--- config.mk ---
export PLATFORM = sky130hd
export DESIGN_NAME = clif_ram
export DESIGN_NICKNAME = d
export VERILOG_FILES = /design/src/sv/clif_ram.sv
export SDC_FILE = /design/constraint.sdc
export NUM_CORES = 1
export LEC_CHECK = 0
export ABC_CLOCK_PERIOD_IN_PS = 2260
export BUFFER_PORTS_ARGS = -buffer_cell sky130_fd_sc_hd__clkbuf_2
export CAP_MARGIN = 20
export CORE_ASPECT_RATIO = 1.2
export CORE_MARGIN = 2
export CORE_UTILIZATION = 61
export CTS_BUF_LIST = sky130_fd_sc_hd__clkbuf_8
export CTS_CLUSTER_DIAMETER = 100
export DETAILED_ROUTE_END_ITERATION = 8
export PLACE_DENSITY_LB_ADDON = 0.3
export SLEW_MARGIN = 20
export SYNTH_ARGS = -nofsm -noshare
export SYNTH_HDL_FRONTEND = slang
export SYNTH_SLANG_ARGS = --single-unit
--- constraint.sdc ---
create_clock -name clk -period 2.26 [get_ports clk]
set_input_delay 0.113 -clock clk [delete_from_list [all_inputs] [get_ports clk]]
set_output_delay 0.113 -clock clk [all_outputs]
set_load 0.1 [all_outputs]
--- src/sv/clif_ram.sv ---
// Generic single write port, single read port RAM with registered read data.
module clif_ram #(
	parameter int WIDTH = 8,
	parameter int DEPTH = 16
) (
	input  logic                             clk,
	input  logic                             we,
	input  logic [$clog2(DEPTH > 1 ? DEPTH : 2)-1:0] waddr,
	input  logic [WIDTH-1:0]                 wdata,
	input  logic [$clog2(DEPTH > 1 ? DEPTH : 2)-1:0] raddr,
	output logic [WIDTH-1:0]                 rdata
);

	logic [WIDTH-1:0] mem [DEPTH];

	always_ff @(posedge clk) begin
		if (we) begin
			mem[waddr] <= wdata;
		end
		rdata <= mem[raddr];
	end

endmodule

==> run_results.csv, run 1 <==
group,metric,value,unit
place,hpwl,5837,µm
clock_network,clk_path_buf_depth,2,
timing,tightestPinTransition,777.3,ps
setup_path,start_kind,"flip-flop",
clock_network,cts.sinks,136,
layout,drive_above_1_share,29.45,%
clock_network,cts-hold-fix-buffers,0,
floorplanning,die_area,9192,µm²
timing,fin_tns_setup,0,ps
floorplanning,dieHeight,104.6,µm
detailed_routing,antenna_left,0,
yosys,syn-num-nets,247,
grt,grt_use_total,21.67,%
detailed_routing,wirelength,9044,µm
timing,slew_viol_final,0,
place,dp_cells,375,
timing,period_share,62.06,%
clock_network,cts_inserted_buffers,17,
setup_path,critPathMaxStageDelay,480,ps
place,port_buffers,25,
yosys,synth_seq_cells,136,
setup_path,cp_cell_sequence,"clkbuf_2",
floorplanning,ioPinCount,26,
detailed_routing,drt_iter0_drc,189,
floorplanning,core_area,8153,µm²
setup_path,cp-end-kind,"output port",
yosys,ys_seq_area_share,77.78,%
timing,skew,11.19,ps
timing,rsz0062_at_grt,"no",
clock_network,post-cts-setup-buffer-count,0,
clock_network,h-tree-depth,4,
timing,slew_headroom,47.99,%
timing,setup_viol_count_final,0,
grt,grt_pass1_vias,2452,
layout,layout.nets,298,
grt,grt_first_pass_wirelength,13510,µm
layout,syn_to_final_growth,13.34,%
clock_network,clk_latency,430,ps
detailed_routing,vias,2405,
setup_path,path_class,"flip-flop to output port",
setup_path,cpMaxStageDelayCell,"clkbuf_2",
setup_path,cp.buffers_inverters,1,
layout,diodes,0,
yosys,yosys-top-cells-area,"edfxtp_1, mux4_2, mux4_1",
power,leakage,2.004,nW
place,place.gp.congestion,0.8414,
setup_path,crit_family,"buffers and inverters",
timing,clock.fmax,713.0,MHz
floorplanning,initial_utilization,63.14,%
setup_path,required,2150,ps
yosys,syn_avg_cell_area,22.48,µm²
outcome,status,"finished clean",
detailed_routing,drc,0,
floorplanning,num_rows,36,
clock_network,cts_tree,"done",
power,peakVddDrop,0.6370,mV
flow_run,maxCapViolations,0,
grt,grt_overflow,0,
yosys,synth_area,5147,µm²
timing,hold_viol,0,
layout,stdcell_count,406,
setup_path,cp_max_fo,1,
setup_path,worstPathArrival,1290,ps
timing,finalCriticalPeriod,1403,ps
detailed_routing,firstDrtPassIters,5,
layout,nFillCells,495,
clock_network,cts_root_buf,"clkbuf_8",
floorplanning,fp.dieW,87.86,µm
yosys,yosysUniqueCellTypes,19,
clock_network,cts.clk_slew.worst_paths,70,ps
yosys,synthCells,229,
yosys,ys_warn_count,0,
yosys,synth_top_area_cell,"edfxtp_1",
grt,grt_max_degree,33,
yosys,synth_top_area_share,74.67,%
power,p_per_area,854.0,nW/µm²
clock_network,cts-resized-gates,0,
hold_path,hold_class,"primary input to flip-flop",
detailed_routing,viasPerCell,5.924,
detailed_routing,routedWlPerCell,22.28,µm
grt,antenna_found_initial,0,
[cell type report]
class	count	area [µm²]	area share, %
Multi-Input combinational cell	83	1057	18.12
Sequential cell	136	4004	68.63
Clock buffer	22	302.8	5.190
Clock inverter	9	62.56	1.072
Timing Repair Buffer	42	265.3	4.546
Tap cell	114	142.6	2.445
[cell usage in the layout (no fill, tap or decap)]
master,netlist,final
nor2_1,13,13
clkinv_2,0,2
nand2_1,9,9
inv_1,0,6
mux4_2,18,18
clkbuf_2,0,25
nand3_1,1,1
or3b_2,1,1
and2_1,1,1
buf_12,0,1
dfxtp_1,8,8
buf_4,1,16
nor3_1,4,4
a22oi_1,16,16
edfxtp_1,128,128
and2b_1,1,1
clkbuf_8,0,22
mux4_1,14,14
nand3b_1,2,2
bufinv_16,0,1
nor2b_1,1,1
nand2b_1,2,2
[logic make-up (layout without fill, tap and decap cells)]
logic type / after synthesis / in the layout / synth area share [%]
flip-flops: 136 / 136 / 77.78
AO/OA/AOI/OAI: 16 / 16 / 2.334
AND/OR/NAND/NOR: 35 / 35 / 3.184
multiplexers: 32 / 32 / 15.02
buffers and inverters: 10 / 73 / 1.677
[metal layers]
metal | up-vias | share of wire [%] | GRT usage [%]
met2 | 100 | 52 | 34.04
met5 | - | 0 | 0
met3 | 15 | 8.1 | 6.872
met1 | 1215 | 39 | 28.96
li1 | 1075 | - | -
met4 | 0 | 1.4 | 7.473
[cells in the mapped netlist (all sizes together)]
library cell   instances
edfxtp               128
nand2b                 2
nand3                  1
or3b                   1
mux4                  32
clkdlybuf4s25          3
nand3b                 2
and2                   1
nand2                  9
nor2b                  1
a22oi                 16
buf                    7
dfxtp                  8
and2b                  1
nor3                   4
nor2                  13
[path summary, 6_finish.rpt]
check / from / endpoint / slack, ps / cells past startpoint
min: wdata[6] / mem[4][6] / 120 / 1
min reg2reg: mem[15][0] / rdata[0] / 680 / 3
max reg2reg: mem[9][4] / rdata[4] / 890 / 3
max: rdata[3] / rdata[3] / 860 / 1
[sequential cells by signal (all words and copies together), names as in the netlist]
signal	cells
mem	128
rdata	8
[through the flow]
| stage | worst slack (ps) | utilization, % | total power, W | area [µm²] | hold slack [ps] |
|---|---|---|---|---|---|
| after global placement | 561.1 | 67.08 | 0.003257 | 5469 | 532.9 |
| after floorplan | 654.1 | - | 0.003150 | 5147 | 211.9 |
| final | 857.4 | 71.56 | 0.004983 | 5834 | 118.1 |
| after CTS | 808.2 | 71.56 | 0.005019 | 5834 | 94.73 |
| after detailed placement | 499.9 | 67.08 | 0.003268 | 5469 | 551.6 |
| after global routing | 799.7 | 71.56 | 0.005144 | 5834 | 119.5 |
[report_power, final]
part	internal [W]	leakage [nW]	switching (W)	total, W
clock	0.000982	0.212	0.000790	0.00177
combinational	0.000110	0.569	0.000264	0.000374
sequential	0.00282	1.22	0.0000175	0.00284
Note: power is estimated with default switching activity, not from simulation.
==> run 2: changes to the inputs <==
--- a/config.mk
+++ b/config.mk
@@ -5,12 +5,12 @@
 export SDC_FILE = /design/constraint.sdc
 export NUM_CORES = 1
 export LEC_CHECK = 0
-export ABC_CLOCK_PERIOD_IN_PS = 2260
+export ABC_CLOCK_PERIOD_IN_PS = 1210
 export BUFFER_PORTS_ARGS = -buffer_cell sky130_fd_sc_hd__clkbuf_2
 export CAP_MARGIN = 20
 export CORE_ASPECT_RATIO = 1.2
 export CORE_MARGIN = 2
-export CORE_UTILIZATION = 61
+export CORE_UTILIZATION = 57
 export CTS_BUF_LIST = sky130_fd_sc_hd__clkbuf_8
 export CTS_CLUSTER_DIAMETER = 100
 export DETAILED_ROUTE_END_ITERATION = 8
==> constraint.sdc (replaced) <==
create_clock -name clk -period 1.21 [get_ports clk]
set_input_delay 0.0605 -clock clk [delete_from_list [all_inputs] [get_ports clk]]
set_output_delay 0.0605 -clock clk [all_outputs]
set_load 0.1 [all_outputs]
==> run_results.csv, run 2 (synthesis gave the netlist of run 1 again) <==
group,metric,value,unit
detailed_routing,drt_iter0_drc,278,
detailed_routing,drc,0,
timing,skew,11.10,ps
setup_path,path_class,"flip-flop to flip-flop",
layout,layout_common_cells,"edfxtp_1, buf_4, mux4_2",
detailed_routing,wirelength,9920,µm
place,place.gp.congestion,0.7707,
setup_path,crit_end,"rdata[3]",
power,switchingPower,0.002203,W
power,intPower,0.007941,W
timing,clock.fmax,783.8,MHz
detailed_routing,firstDrtPassIters,4,
floorplanning,core_area,8891,µm²
floorplanning,initial_utilization,57.89,%
layout,largest_register_ff_count,128,
detailed_routing,antenna_left,0,
layout,layout_commonest_cell,"edfxtp_1",
outcome,violations,"negative setup slack",
setup_path,regToRegSetupSlack,-70,ps
setup_path,cp_max_fo,1,
layout,largestRegisters,"mem x128, rdata x8",
setup_path,worstPathArrival,1600,ps
clock_network,h-tree-depth,4,
grt,grt_first_pass_wirelength,15410,µm
power,p_comb_share,7.6,%
layout,top_register,"mem",
layout,syn_to_final_growth,17.91,%
flow_run,maxCapViolations,0,
timing,hold_viol,0,
clock_network,cts_inserted_buffers,17,
floorplanning,dieHeight,108.1,µm
setup_path,cp-end-kind,"flip-flop",
floorplanning,die_area,9810,µm²
power,pwr-share-clk,40.2,%
setup_path,r2r-start,"mem[6][3]",
timing,period_share,105.4,%
grt,grt_overflow,0,
grt,antenna_found_initial,0,
layout,diodes,0,
grt,grt_pass1_vias,2663,
power,seq_power_share,52.2,%
detailed_routing,vias,2506,
timing,setup_viol_count_final,8,
place,dp_cells,396,
setup_path,start_kind,"flip-flop",
clock_network,clk_path_buf_depth,2,
timing,finalCriticalPeriod,1276,ps
grt,grt_use_total,22.62,%
power,p_per_area,1671,nW/µm²
timing,fin_tns_setup,-246.3,ps
place,hpwl,6406,µm
clock_network,cts_root_buf,"clkbuf_8",
setup_path,critPathLaunch,"mem[6][3]",
power,leakage,2.056,nW
timing,setup_slack,-65.77,ps
grt,grt_max_degree,25,
detailed_routing,viasPerCell,5.855,
clock_network,cts-hold-fix-buffers,0,
timing,whs,58.78,ps
floorplanning,ioPinCount,26,
timing,rsz0062_at_grt,"yes",
power,p_sw_share,21.72,%
hold_path,hold_class,"primary input to flip-flop",
clock_network,clk_latency,430,ps
timing,tightestPinTransition,936.6,ps
layout,stdcell_count,428,
clock_network,cts.clk_slew.worst_paths,80,ps
floorplanning,num_rows,38,
outcome,status,"finished, violations left",
setup_path,r2r-end,"rdata[3]",
clock_network,cts_tree,"done",
power,peakVddDrop,1.034,mV
layout,drive_above_1_share,41.88,%
place,port_buffers,25,
setup_path,required,1530,ps
timing,slew_headroom,37.33,%
floorplanning,fp.dieW,90.75,µm
setup_path,worst_r2r_path_depth,3,
timing,slew_viol_final,0,
layout,layout.nets,313,
clock_network,cts.sinks,136,
detailed_routing,routedWlPerCell,23.18,µm
run 2: changes by cell type in the layout (fill, tap and decap cells not counted), moves of 4 or more:
cell,delta
a22oi_2,+7
inv_1,-5
clkinvlp_4,+4
mux4_1,-12
clkbuf_8,-5
bufinv_16,+4
a22oi_1,-7
clkbuf_2,-8
mux4_2,+12
buf_4,+22
run 2: repair_timing:
item	4_1_cts	5_1_grt
pin swaps	9	3
buffers inserted	0	0
setup endpoints to repair	8	8
resized for setup	16	3
run 2: power by group through the flow:
stage          logic (W)  registers (W)  clock network, W
2_1_floorplan   0.000268        0.00562                 0
3_3_place_gp    0.000738        0.00539                 0
3_5_place_dp    0.000752        0.00540                 0
4_1_cts         0.000774        0.00530           0.00413
5_1_grt         0.000815        0.00530           0.00434
6_report        0.000773        0.00530           0.00407
run 2: area by class of cell:
cell class              count  area, µm²
fillers                   570       2821
multi-input cells          83       1062
clock buffers              17      234.0
repair buffers             57      410.4
well taps                 120      150.1
flip-flops and latches    136       4004
clock inverters            15      209.0
run 2: stage by stage:
| stage | setup WS [ps] | power [W] | utilization, % | cell area, µm² |
|---|---|---|---|---|
| after floorplan | -116.6 | 0.005885 | - | 5162 |
| final | -65.77 | 0.01014 | 68.27 | 6070 |
| after CTS | -73.55 | 0.01020 | 68.20 | 6063 |
| after detailed placement | -304.9 | 0.006149 | 63.40 | 5637 |
| after global placement | -306.6 | 0.006132 | 63.40 | 5637 |
| after global routing | -108.8 | 0.01046 | 68.27 | 6070 |
run 2: how the worst min path moves through the flow:
stage               startpoint         to  slack, ps  depth (start not counted)
global placement      wdata[2]  mem[4][2]        470                          1
CTS                   wdata[2]  mem[7][2]         40                          1
detailed placement    wdata[2]  mem[5][2]        490                          1
finish                wdata[6]  mem[4][6]         60                          1
global route          wdata[6]  mem[9][6]         50                          1
floorplan             wdata[0]  mem[0][0]        160                          0
run 2: layer usage:
metal  GRT usage (%)  vias up  part of all wire [%]
met4           8.242        0                   1.4
met5               0        -                     0
li1                -     1094                     -
met2           36.41      101                    51
met1           30.01     1298                    41
met3           6.551       13                   6.0
run 2: critical path, cell delays in order (launching register included):
cell,delay [ps]
edfxtp_1,400
mux4_2,540
a22oi_2,170
nand2_1,60
==> run 3: changes to the inputs <==
--- a/config.mk
+++ b/config.mk
@@ -14,6 +14,8 @@
 export CTS_BUF_LIST = sky130_fd_sc_hd__clkbuf_8
 export CTS_CLUSTER_DIAMETER = 100
 export DETAILED_ROUTE_END_ITERATION = 8
+export GPL_ROUTABILITY_DRIVEN = 0
+export MAX_ROUTING_LAYER = met4
 export PLACE_DENSITY_LB_ADDON = 0.3
 export SLEW_MARGIN = 20
 export SYNTH_ARGS = -nofsm -noshare
==> run_results.csv, run 3 (synthesis gave the netlist of run 1 again) <==
group,metric,value,unit
layout,largestRegisters,"mem x128, rdata x8",
clock_network,clk_path_buf_depth,2,
detailed_routing,firstDrtPassIters,4,
timing,setup_slack,-70.49,ps
clock_network,cts_root_buf,"clkbuf_8",
grt,grt_overflow,0,
timing,slew_viol_final,0,
place,port_buffers,25,
setup_path,cp_max_fo,1,
detailed_routing,antenna_left,0,
floorplanning,core_area,8891,µm²
layout,nFillCells,570,
clock_network,cts_inserted_buffers,17,
layout,drive_above_1_share,41.88,%
layout,syn_to_final_growth,17.91,%
clock_network,clk_latency,430,ps
clock_network,cts.clk_slew.worst_paths,80,ps
timing,tightestPinTransition,938.5,ps
place,dp_cells,396,
grt,antenna_found_initial,0,
setup_path,regToRegSetupSlack,-70,ps
layout,multiInputGateArea,1062,µm²
timing,period_share,105.8,%
outcome,status,"finished, violations left",
floorplanning,fp.dieW,90.75,µm
grt,grt_max_degree,25,
grt,grt_pass1_vias,2633,
setup_path,path_class,"flip-flop to flip-flop",
place,place_ws,-304.9,ps
setup_path,critPathMaxStageDelay,490,ps
timing,setup_viol_count_final,8,
layout,layout_commonest_cell,"edfxtp_1",
setup_path,cp-end-kind,"flip-flop",
timing,hold_viol,0,
power,peakVddDrop,1.025,mV
setup_path,cpMaxStageDelayCell,"mux4_2",
power,p_per_area,1670,nW/µm²
layout,finish.utilization,68.27,%
floorplanning,dieHeight,108.1,µm
layout,layout_common_cells,"edfxtp_1, buf_4, mux4_2",
clock_network,cts_tree,"done",
timing,slew_headroom,37.20,%
floorplanning,initial_utilization,57.89,%
timing,fin_tns_setup,-247.3,ps
floorplanning,ioPinCount,26,
setup_path,cp_cell_sequence,"mux4_2 > a22oi_2 > nand2_1",
floorplanning,num_rows,38,
grt,grt_first_pass_wirelength,15410,µm
layout,layout.area.seq,4004,µm²
setup_path,required,1520,ps
timing,rsz0062_at_grt,"yes",
floorplanning,die_area,9810,µm²
detailed_routing,wirelength,9980,µm
setup_path,start_kind,"flip-flop",
layout,stdcell_count,428,
flow_run,maxCapViolations,0,
grt,grt_use_total,23.31,%
outcome,violations,"negative setup slack",
detailed_routing,routedWlPerCell,23.32,µm
layout,diodes,0,
layout,layout.nets,313,
layout,largest_register_ff_count,128,
detailed_routing,drt_iter0_drc,325,
clock_network,cts.sinks,136,
detailed_routing,drc,0,
power,total_power,0.01014,W
timing,clock.fmax,781.0,MHz
detailed_routing,vias,2518,
detailed_routing,viasPerCell,5.883,
timing,skew,8.099,ps
place,hpwl,6406,µm
clock_network,h-tree-depth,4,
layout,top_register,"mem",
timing,finalCriticalPeriod,1280,ps
setup_path,worstPathArrival,1590,ps
power,leakage,2.056,nW
hold_path,hold_class,"primary input to flip-flop",
run 3: where the power goes:
group	internal (W)	switching (W)	leakage, nW
Sequential	0.00526	0.0000339	1.22
Clock	0.00242	0.00164	0.218
Combinational	0.000256	0.000517	0.614
Total	0.00794	0.00219	2.06
run 3: path summary, 6_finish.rpt:
check / from / end / cells after the start
setup / recovery: mem[3][0] / rdata[0] / 3
hold / removal: wdata[2] / mem[7][2] / 1
setup reg to reg: mem[3][0] / rdata[0] / 3
hold reg to reg: mem[15][5] / rdata[5] / 3
run 3: layer usage:
metal	GRT usage (%)	vias to the layer above	part of all wire (%)
li1	-	1093	-
met1	30.31	1303	42
met2	36.35	107	51
met3	5.923	15	6.0
met4	8.571	0	1.6
met5	-	-	0
run 3: worst max-delay path: cells and delay by family, from the launching register on:
family / cells / cell delay (ps)
muxes: 1 / 490
AOI/OAI and AO/OA: 1 / 220
DFF: 1 / 380
and+or+nand+nor: 1 / 70
run 3: cell type report:
| type | count | share of cell area, % |
|---|---|---|
| Clock buffer | 17 | 3.855 |
| Clock inverter | 15 | 3.443 |
| Multi-Input combinational cell | 83 | 17.50 |
| Sequential cell | 136 | 65.97 |
| Tap cell | 120 | 2.474 |
| Timing Repair Buffer | 57 | 6.762 |
run 3: through the flow:
step | hold slack (ps) | instance area, µm²
2_1_floorplan | 159.4 | 5162
3_3_place_gp | 473.3 | 5637
3_5_place_dp | 486.0 | 5637
4_1_cts | 38.87 | 6063
5_1_grt | 56.26 | 6070
6_report | 60.74 | 6070
run 3: repair_timing:
item                       4_1_cts  5_1_grt
buffers inserted                 0        0
setup endpoints to repair        8        8
resized for setup               16        3
hold buffers                     0        0
pin swaps                        9        3
